<file path="src/rtl/acl_pkg.sv">
// ----------------------------------------------------------------------------
// acl_pkg: shared definitions for the aged lookup cache directory
// Sizes, request codes and the structure passed between the directory and
// its replacement selector.
// ----------------------------------------------------------------------------
package acl_pkg;

   // Directory geometry.
   localparam int ENTRIES       = 10;
   localparam int KEY_WIDTH     = 32;
   localparam int AGE_WIDTH     = 16;
   localparam int IDX_WIDTH     = $clog2(ENTRIES);

   // Fixed field widths of the channels.
   localparam int URL_KEY_WIDTH = 32;
   localparam int SLOT_WIDTH    = 4;

   // Request codes carried in the mode field.
   localparam logic MODE_LOOKUP = 1'b0;
   localparam logic MODE_INSERT = 1'b1;

   typedef logic [IDX_WIDTH-1:0] idx_type;
   typedef logic [AGE_WIDTH-1:0] age_type;
   typedef logic [KEY_WIDTH-1:0] key_type;

   // Replacement choice for an insert.
   typedef struct packed {
      idx_type idx;      // entry to be written
      logic    evicted;  // the chosen entry currently holds a valid key
   } victim_type;

endpackage

</file>
<file path="src/rtl/acl_req_if.sv">
// ----------------------------------------------------------------------------
// acl_req_if: request channel of the aged lookup cache directory
// Valid/ready channel carrying the request mode and the object key.
// ----------------------------------------------------------------------------
interface acl_req_if
   import acl_pkg::*;
();
   logic                     valid;
   logic                     ready;
   logic                     mode;
   logic [URL_KEY_WIDTH-1:0] url_key;

   modport source (output valid, output mode, output url_key, input ready);
   modport sink   (input valid, input mode, input url_key, output ready);
endinterface

</file>
<file path="src/rtl/acl_rsp_if.sv">
// ----------------------------------------------------------------------------
// acl_rsp_if: response channel of the aged lookup cache directory
// Valid/ready channel carrying the hit flag, the entry index and the
// eviction flag.
// ----------------------------------------------------------------------------
interface acl_rsp_if
   import acl_pkg::*;
();
   logic                  valid;
   logic                  ready;
   logic                  hit;
   logic [SLOT_WIDTH-1:0] slot;
   logic                  evicted;

   modport source (output valid, output hit, output slot, output evicted, input ready);
   modport sink   (input valid, input hit, input slot, input evicted, output ready);
endinterface

</file>
<file path="src/rtl/acl_victim_sel.sv">
// ----------------------------------------------------------------------------
// acl_victim_sel: replacement target selection
// Picks the lowest invalid entry, or when the directory is full, the
// lowest-index entry holding the largest age, through a comparison tree.
// ----------------------------------------------------------------------------
module acl_victim_sel
   import acl_pkg::*;
(
   input  logic [ENTRIES-1:0] entry_valid,
   input  age_type            entry_age [ENTRIES],
   output victim_type         victim
);

   localparam int LEAVES = 1 << IDX_WIDTH;

   age_type    node_age [2*LEAVES];
   idx_type    node_idx [2*LEAVES];
   logic       node_ok  [2*LEAVES];
   idx_type    free_idx;
   logic       take_right;

   // Heap-ordered tree: leaves sit at LEAVES+i, node n has children 2n, 2n+1.
   // The right child wins only on a strictly larger age, so ties go low.
   always_comb begin
      for (int i = 0; i < LEAVES; i++) begin
         if (i < ENTRIES) begin
            node_age[LEAVES+i] = entry_age[i];
            node_ok[LEAVES+i]  = 1'b1;
         end else begin
            node_age[LEAVES+i] = '0;
            node_ok[LEAVES+i]  = 1'b0;
         end
         node_idx[LEAVES+i] = IDX_WIDTH'(i);
      end
      node_age[0] = '0;
      node_idx[0] = '0;
      node_ok[0]  = 1'b0;
      for (int n = LEAVES - 1; n >= 1; n--) begin
         take_right = node_ok[2*n+1] &&
                      (!node_ok[2*n] || (node_age[2*n+1] > node_age[2*n]));
         node_age[n] = take_right ? node_age[2*n+1] : node_age[2*n];
         node_idx[n] = take_right ? node_idx[2*n+1] : node_idx[2*n];
         node_ok[n]  = node_ok[2*n] || node_ok[2*n+1];
      end
   end

   // Lowest-index free entry.
   always_comb begin
      free_idx = '0;
      for (int i = ENTRIES - 1; i >= 0; i--) begin
         if (!entry_valid[i]) begin
            free_idx = IDX_WIDTH'(i);
         end
      end
   end

   assign victim.evicted = &entry_valid;
   assign victim.idx     = victim.evicted ? node_idx[1] : free_idx;

endmodule

</file>
<file path="src/rtl/aged_lookup_cache_replacement.sv">
// ----------------------------------------------------------------------------
// aged_lookup_cache_replacement: aged lookup cache directory
// Fully associative directory of keys with per-entry age counters. Lookups
// report hits and refresh ages; inserts fill a free entry or replace the
// oldest one.
// ----------------------------------------------------------------------------
//
//  Channel    Role     Transfer payload
//  ---------  -------  ----------------------------------------------
//  req_chan   sink     mode (0 lookup, 1 insert), url_key (32 bits)
//  rsp_chan   source   hit, slot (4 bits), evicted
//
// A request transfer is captured in an input register. When the response
// register is free or being taken, the directory compares, selects and
// updates its state in one step and writes the response register, so one
// request is taken every cycle while the response channel does not stall.
// The response register and the input register form a two-deep pipe: a
// stalled response holds the request in the input register, and the request
// channel keeps accepting whenever the input register is free or moving on.
// Synchronous reset invalidates every entry and sets every age to one; keys
// are left unreset since they are compared only while their entry is valid.
// ----------------------------------------------------------------------------
module aged_lookup_cache_replacement
   import acl_pkg::*;
(
   input  logic   clock,
   input  logic   reset,
   acl_req_if.sink   req_chan,
   acl_rsp_if.source rsp_chan
);

   localparam age_type AGE_MAX = '1;
   localparam age_type AGE_ONE = AGE_WIDTH'(1);

   // Input register.
   logic    item_valid_ff, item_valid_in;
   logic    item_mode_ff;
   key_type item_key_ff;

   // Response register.
   logic                  rsp_valid_ff, rsp_valid_in;
   logic                  hit_ff, hit_in;
   logic [SLOT_WIDTH-1:0] slot_ff, slot_in;
   logic                  evicted_ff, evicted_in;

   // Directory state.
   logic [ENTRIES-1:0] entry_valid_ff, entry_valid_in;
   key_type            entry_key_ff [ENTRIES];
   age_type            entry_age_ff [ENTRIES];
   age_type            entry_age_in [ENTRIES];

   logic               advance;
   logic               req_take;
   logic [ENTRIES-1:0] match;
   logic               hit_any;
   idx_type            hit_idx;
   idx_type            write_idx;
   logic               key_write;
   victim_type         victim;
   age_type            base_age;

   // The held item moves on when the response register is empty or its
   // content is being taken in this cycle.
   assign advance  = item_valid_ff && (!rsp_valid_ff || rsp_chan.ready);
   assign req_chan.ready = !item_valid_ff || advance;
   assign req_take = req_chan.valid && req_chan.ready;

   assign item_valid_in = req_take || (item_valid_ff && !advance);

   always_ff @(posedge clock) begin
      if (reset) begin
         item_valid_ff <= 1'b0;
      end else begin
         item_valid_ff <= item_valid_in;
      end
   end

   always_ff @(posedge clock) begin
      if (req_take) begin
         item_mode_ff <= req_chan.mode;
         item_key_ff  <= req_chan.url_key[KEY_WIDTH-1:0];
      end
   end

   // Parallel key compare; the lowest matching entry wins.
   always_comb begin
      for (int i = 0; i < ENTRIES; i++) begin
         match[i] = entry_valid_ff[i] && (entry_key_ff[i] == item_key_ff);
      end
      hit_idx = '0;
      for (int i = ENTRIES - 1; i >= 0; i--) begin
         if (match[i]) begin
            hit_idx = IDX_WIDTH'(i);
         end
      end
   end

   assign hit_any = |match;

   acl_victim_sel u_victim_sel (
      .entry_valid (entry_valid_ff),
      .entry_age   (entry_age_ff),
      .victim      (victim)
   );

   assign write_idx = victim.idx;
   assign key_write = advance && (item_mode_ff == MODE_INSERT);

   // Next directory state. A lookup refreshes the hit entry and then ages
   // every entry with saturation; an insert only touches its target.
   always_comb begin
      entry_valid_in = entry_valid_ff;
      for (int i = 0; i < ENTRIES; i++) begin
         entry_age_in[i] = entry_age_ff[i];
         base_age = entry_age_ff[i];
         if (advance) begin
            if (item_mode_ff == MODE_LOOKUP) begin
               if (hit_any && (hit_idx == IDX_WIDTH'(i))) begin
                  base_age = AGE_ONE;
               end
               entry_age_in[i] = (base_age == AGE_MAX) ? base_age : base_age + AGE_ONE;
            end else if (write_idx == IDX_WIDTH'(i)) begin
               entry_age_in[i]   = AGE_ONE;
               entry_valid_in[i] = 1'b1;
            end
         end
      end
   end

   always_ff @(posedge clock) begin
      if (reset) begin
         entry_valid_ff <= '0;
         for (int i = 0; i < ENTRIES; i++) begin
            entry_age_ff[i] <= AGE_ONE;
         end
      end else begin
         entry_valid_ff <= entry_valid_in;
         for (int i = 0; i < ENTRIES; i++) begin
            entry_age_ff[i] <= entry_age_in[i];
         end
      end
   end

   always_ff @(posedge clock) begin
      if (key_write) begin
         entry_key_ff[write_idx] <= item_key_ff;
      end
   end

   // Response formation.
   always_comb begin
      rsp_valid_in = advance || (rsp_valid_ff && !rsp_chan.ready);
      hit_in       = hit_ff;
      slot_in      = slot_ff;
      evicted_in   = evicted_ff;
      if (advance) begin
         if (item_mode_ff == MODE_LOOKUP) begin
            hit_in     = hit_any;
            slot_in    = hit_any ? SLOT_WIDTH'(hit_idx) : '0;
            evicted_in = 1'b0;
         end else begin
            hit_in     = 1'b0;
            slot_in    = SLOT_WIDTH'(write_idx);
            evicted_in = victim.evicted;
         end
      end
   end

   always_ff @(posedge clock) begin
      if (reset) begin
         rsp_valid_ff <= 1'b0;
      end else begin
         rsp_valid_ff <= rsp_valid_in;
      end
   end

   always_ff @(posedge clock) begin
      hit_ff     <= hit_in;
      slot_ff    <= slot_in;
      evicted_ff <= evicted_in;
   end

   assign rsp_chan.valid   = rsp_valid_ff;
   assign rsp_chan.hit     = hit_ff;
   assign rsp_chan.slot    = slot_ff;
   assign rsp_chan.evicted = evicted_ff;

   // A response only appears after an item has been processed.
   a_rsp_from_item: assert property (@(posedge clock) disable iff (reset)
      $rose(rsp_valid_ff) |-> $past(advance))
      else $error("response became valid without a processed item");

   // A processed item always leaves a response behind.
   a_item_to_rsp: assert property (@(posedge clock) disable iff (reset)
      advance |=> rsp_valid_ff)
      else $error("processed item produced no response");

   // Hits and evictions never occur together in one response.
   a_hit_excl_evict: assert property (@(posedge clock) disable iff (reset)
      rsp_valid_ff |-> !(hit_ff && evicted_ff))
      else $error("response reports both a hit and an eviction");

   // After an insert the directory is no longer empty, since the target entry is valid.
   a_insert_fills: assert property (@(posedge clock) disable iff (reset)
      key_write |=> entry_valid_ff != '0)
      else $error("insert left the directory empty");

   // An eviction can only be reported when the directory was full.
   a_evict_full: assert property (@(posedge clock) disable iff (reset)
      (advance && (item_mode_ff == MODE_INSERT) && victim.evicted) |->
      (&entry_valid_ff))
      else $error("eviction reported with a free entry present");

endmodule
</file>
<file path="src/flat_wrapper.sv">
// flat-port wrapper written by rule: the top's interface ports become plain ports
module aged_lookup_cache_replacement_flat import acl_pkg::*;
  (clock, reset, req_chan_valid, req_chan_mode, req_chan_url_key, req_chan_ready, rsp_chan_valid, rsp_chan_hit, rsp_chan_slot, rsp_chan_evicted, rsp_chan_ready);
  acl_req_if req_chan_i ();
  acl_rsp_if rsp_chan_i ();
  input  logic clock;
  input  logic reset;
  input wire logic [$bits(req_chan_i.valid)-1:0] req_chan_valid;
  input wire logic [$bits(req_chan_i.mode)-1:0] req_chan_mode;
  input wire logic [$bits(req_chan_i.url_key)-1:0] req_chan_url_key;
  output wire logic [$bits(req_chan_i.ready)-1:0] req_chan_ready;
  output wire logic [$bits(rsp_chan_i.valid)-1:0] rsp_chan_valid;
  output wire logic [$bits(rsp_chan_i.hit)-1:0] rsp_chan_hit;
  output wire logic [$bits(rsp_chan_i.slot)-1:0] rsp_chan_slot;
  output wire logic [$bits(rsp_chan_i.evicted)-1:0] rsp_chan_evicted;
  input wire logic [$bits(rsp_chan_i.ready)-1:0] rsp_chan_ready;
  assign req_chan_i.valid = req_chan_valid;
  assign req_chan_i.mode = req_chan_mode;
  assign req_chan_i.url_key = req_chan_url_key;
  assign req_chan_ready = req_chan_i.ready;
  assign rsp_chan_valid = rsp_chan_i.valid;
  assign rsp_chan_hit = rsp_chan_i.hit;
  assign rsp_chan_slot = rsp_chan_i.slot;
  assign rsp_chan_evicted = rsp_chan_i.evicted;
  assign rsp_chan_i.ready = rsp_chan_ready;
  aged_lookup_cache_replacement u_core (.clock(clock), .reset(reset), .req_chan(req_chan_i), .rsp_chan(rsp_chan_i));
endmodule
</file>
<file path="config.mk">
export PLATFORM = sky130hd
export DESIGN_NAME = aged_lookup_cache_replacement_flat
export DESIGN_NICKNAME = d
export VERILOG_FILES = /design/src/rtl/acl_pkg.sv /design/src/rtl/acl_req_if.sv /design/src/rtl/acl_rsp_if.sv /design/src/rtl/acl_victim_sel.sv /design/src/rtl/aged_lookup_cache_replacement.sv /design/src/flat_wrapper.sv
export SDC_FILE = /design/constraint.sdc
export NUM_CORES = 2
export LEC_CHECK = 0
export BUFFER_PORTS_ARGS = -buffer_cell sky130_fd_sc_hd__buf_2
export CAP_MARGIN = 20
export CORE_MARGIN = 2
export CORE_UTILIZATION = 25
export CTS_CLUSTER_DIAMETER = 120
export DETAILED_ROUTE_END_ITERATION = 8
export GPL_TIMING_DRIVEN = 0
export PLACE_DENSITY = 0.4
export SETUP_SLACK_MARGIN = 0.5
export SLEW_MARGIN = 20
export SYNTH_ARGS = -nofsm -noshare
export SYNTH_HDL_FRONTEND = slang
export SYNTH_HIERARCHICAL = 1
export SYNTH_SLANG_ARGS = --single-unit
</file>
<file path="constraint.sdc">
create_clock -name clock -period 12.25 [get_ports clock]
set_input_delay 2.45 -clock clock [delete_from_list [all_inputs] [get_ports clock]]
set_output_delay 2.45 -clock clock [all_outputs]
set_load 0.02 [all_outputs]
</file>
==> flow_summary.toml <==
[run_status]
outcome = "finished clean"

[clocking]
hold_buffers = 0
numCtsBuffers = 69
cts_tree = "yes"
clkSinkCount = 531
cts_root_buf = "clkbuf_16"
h-tree-depth = 3
cts_max_path_buffers = 3
clk_latency_ns = 0.66
clkTransAtPathRegs_ns = 0.06

[finish]
fin_cells = 4795
fillers = 12591
syn2layout_area_growth_pct = 16.70
drive_gt1_share_pct = 10.66
final_nets = 3321
final_util_pct = 29.47

[pwr]
p_total_uw = 4710
power_density_mw_per_mm2 = 132.9
peakVddDrop_mv = 0.09434
p_leak_uw = 0.01258

[timing]
finalMaxSlewViolations = 0
timing.hold.ws_ns = 0.5154
setup_viol = 0
max_slew_margin_pct = 18.87
final-hold-violation-count = 0
layout_min_cycle_time_ns = 11.20
period_share_pct = 91.47
rsz0062_at_grt = "false"
max_freq_ghz = 0.08925
fin_setup_tns_ns = 0
fin_worst_skew_ns = 0.02999
tightest_slew_ns = 1.217

[global_route]
grt_pass1_wl_mm = 171.0
grt_usage_pct = 18.96
antenna_found_initial = 6
grt-ovfl-total = 0
grt_pass1_vias = 22916
grt_max_degree = 26

[drt]
vias = 24721
ant_nets = 0
drt_wl_total_mm = 121.2
drc = 0
dr.pass1.iters = 5
drtIter0Drc = 2408
wl_per_cell_um = 25.28
vias_per_cell = 5.156

[synthesis]
synth_compound_area_share_pct = 11.85
synth_warnings = 6
syn_area_mm2 = 0.03038
synth-simple-area-share_pct = 18.50
avgSynthCellArea_um2 = 10.20
synth_edf_count = 359
ys_async_sr_fraction_pct = 0
ys.flop_type = "edfxtp_1"
synth_xor_xnor_area_share_pct = 9.515
synth.distinct_cells = 95
synth_fa_ha_area_share_pct = 6.343
synth_top_family_by_area = "simple AND/OR/NAND/NOR gates"
netlist_instances = 2978
synth_nets = 3169
ys_ff_latch = 531
muxShareOfSynthArea_pct = 3.065
seq_area_frac_synth_pct = 46.82

[critical_path]
critPathBufInv = 8
critPathRequiredTime_ns = 12.60
worst-path-max-fanout = 23
worst-endpoint-arrival_ns = 11.56
critPathTopFamily = "compound AO/OA/AOI/OAI gates"
critPathCaptureType = "register"
critPathKind = "register to register"
slowest_stage = "nor2_4"
cp-start-kind = "register"
critPathMaxStageDelay_ns = 0.62

[floorplanning]
rows = 127
coreArea_mm2 = 0.1203
ios = 45
die_x_um = 352.6
start_util_pct = 25.25
die_area_mm2 = 0.1243
die_h_um = 352.6

[placement]
io_buffers = 44
dp_hpwl_mm = 90.12
gp_congestion = 0.8835
place_inst = 4665

[hold_path]
min_path_type = "register to register"

[flow_run]
maxCapViolCount = 0
-- report_power, final --
group | total (µW) | switching [µW] | internal (µW) | leakage, µW
Sequential | 1980 | 44.2 | 1930 | 0.00465
Clock | 2080 | 864 | 1220 | 0.00111
Combinational | 646 | 435 | 212 | 0.00682
Total | 4710 | 1340 | 3370 | 0.0126
-- cell usage in the layout (no fill, tap or decap), drive strengths merged, types with 63 or more instances in the layout --
master,count
nor4,135
inv,143
nand2,234
clkbuf,140
ha,154
xor2,270
dfxtp,172
edfxtp,359
a21oi,162
nand3,124
nor3,65
nor2,178
o21ai,132
buf,144
nand4,104
a31oi,63
-- kinds of logic after synthesis --
| logic type | Yosys count |
|---|---|
| AOI/OAI and AO/OA | 564 |
| xor gates and xnor gates | 330 |
| adders and majority gates | 154 |
| buffers and inverters | 254 |
| DFF | 531 |
| muxes | 89 |
| and+or+nand+nor | 1056 |
-- final cells by class --
type / count / area [µm²] / area share, %
inverters: 140 / 525.5 / 1.482
plain buffers: 114 / 668.1 / 1.885
flip-flops and latches: 531 / 14220 / 40.12
diodes: 2 / 5.005 / 0.01412
clock inverters: 33 / 392.9 / 1.108
well taps: 1612 / 2017 / 5.689
repair buffers: 81 / 623.1 / 1.758
clock buffers: 89 / 1882 / 5.308
multi-input cells: 2193 / 15110 / 42.63
-- cell usage after synthesis (11+ instances only) --
cell	n	area, µm²
nand4_1	102	638.1
clkbuf_1	51	191.4
buf_2	22	110.1
buf_4	19	142.6
nand2_1	233	874.6
mux2_2	32	360.4
a211oi_1	26	195.2
o21ai_0	124	620.6
mux2i_1	57	570.6
nor4b_1	12	105.1
a21oi_1	159	795.8
a31oi_1	63	394.1
inv_1	139	521.8
nor2_1	177	664.4
a41oi_1	11	96.34
and3_1	50	312.8
xor2_1	270	2365
nor2b_1	21	131.4
dfxtp_1	172	3443
nor3_1	65	325.3
nand3_1	123	615.6
xnor2_1	60	525.5
a21o_1	23	172.7
nand2b_1	15	93.84
o211ai_1	15	112.6
ha_1	154	1927
o22ai_1	25	156.4
or3_1	20	125.1
and4_1	13	113.9
nor4_1	132	825.8
and2_1	24	150.1
buf_6	14	157.7
or4_1	13	97.59
edfxtp_1	359	10780
-- what timing repair did --
item	CTS	global route
gates resized for setup	1	19
pin swaps	0	2
buffers inserted	0	5
setup endpoints to repair	30	436
-- state kept, by name, indices dropped and copies added, names as in the netlist --
register	count
u_core/entry_key_ff	320
u_core/entry_age_ff	160
u_core/item_key_ff	32
u_core/entry_valid_ff	10
u_core/rsp_chan.slot	4
u_core/item_mode_ff	1
u_core/item_valid_ff	1
u_core/rsp_chan.evicted	1
u_core/rsp_chan.hit	1
u_core/rsp_chan.valid	1
-- final timing paths --
path / slack [ns] / endpoint / cells past startpoint / from
max reg2reg: 1.05 / u_core/entry_key_ff[8][7]$_DFFE_PP_ / 39 / u_core/entry_age_ff[157]$_SDFFE_PP0P_
min reg2reg: 0.52 / u_core/entry_age_ff[92]$_SDFFE_PP0P_ / 1 / u_core/entry_age_ff[92]$_SDFFE_PP0P_
max: 1.05 / u_core/entry_key_ff[8][7]$_DFFE_PP_ / 39 / u_core/entry_age_ff[157]$_SDFFE_PP0P_
min: 0.52 / u_core/entry_age_ff[92]$_SDFFE_PP0P_ / 1 / u_core/entry_age_ff[92]$_SDFFE_PP0P_
-- routing by layer --
| metal | track usage [%] | vias to the layer above | share of wire [%] | wire length [µm] |
|---|---|---|---|---|
| met3 | 2.561 | 133 | 5.5 | 6625 |
| met5 | 0 | - | 0.0091 | 11 |
| li1 | - | 11517 | - | - |
| met1 | 27.54 | 12282 | 48 | 58220 |
| met4 | 5.368 | 2 | 2.5 | 3053 |
| met2 | 29.17 | 787 | 44 | 53300 |
-- stage by stage --
step	setup slack, ns	cell area [µm²]
finish	1.045	35450
global route	0.5103	35450
CTS	0.5614	35330
detailed placement	0.3050	33050
global placement	-3.509	32610
floorplan	1.982	30380
No activity file was read; power rests on OpenSTA's default activity.
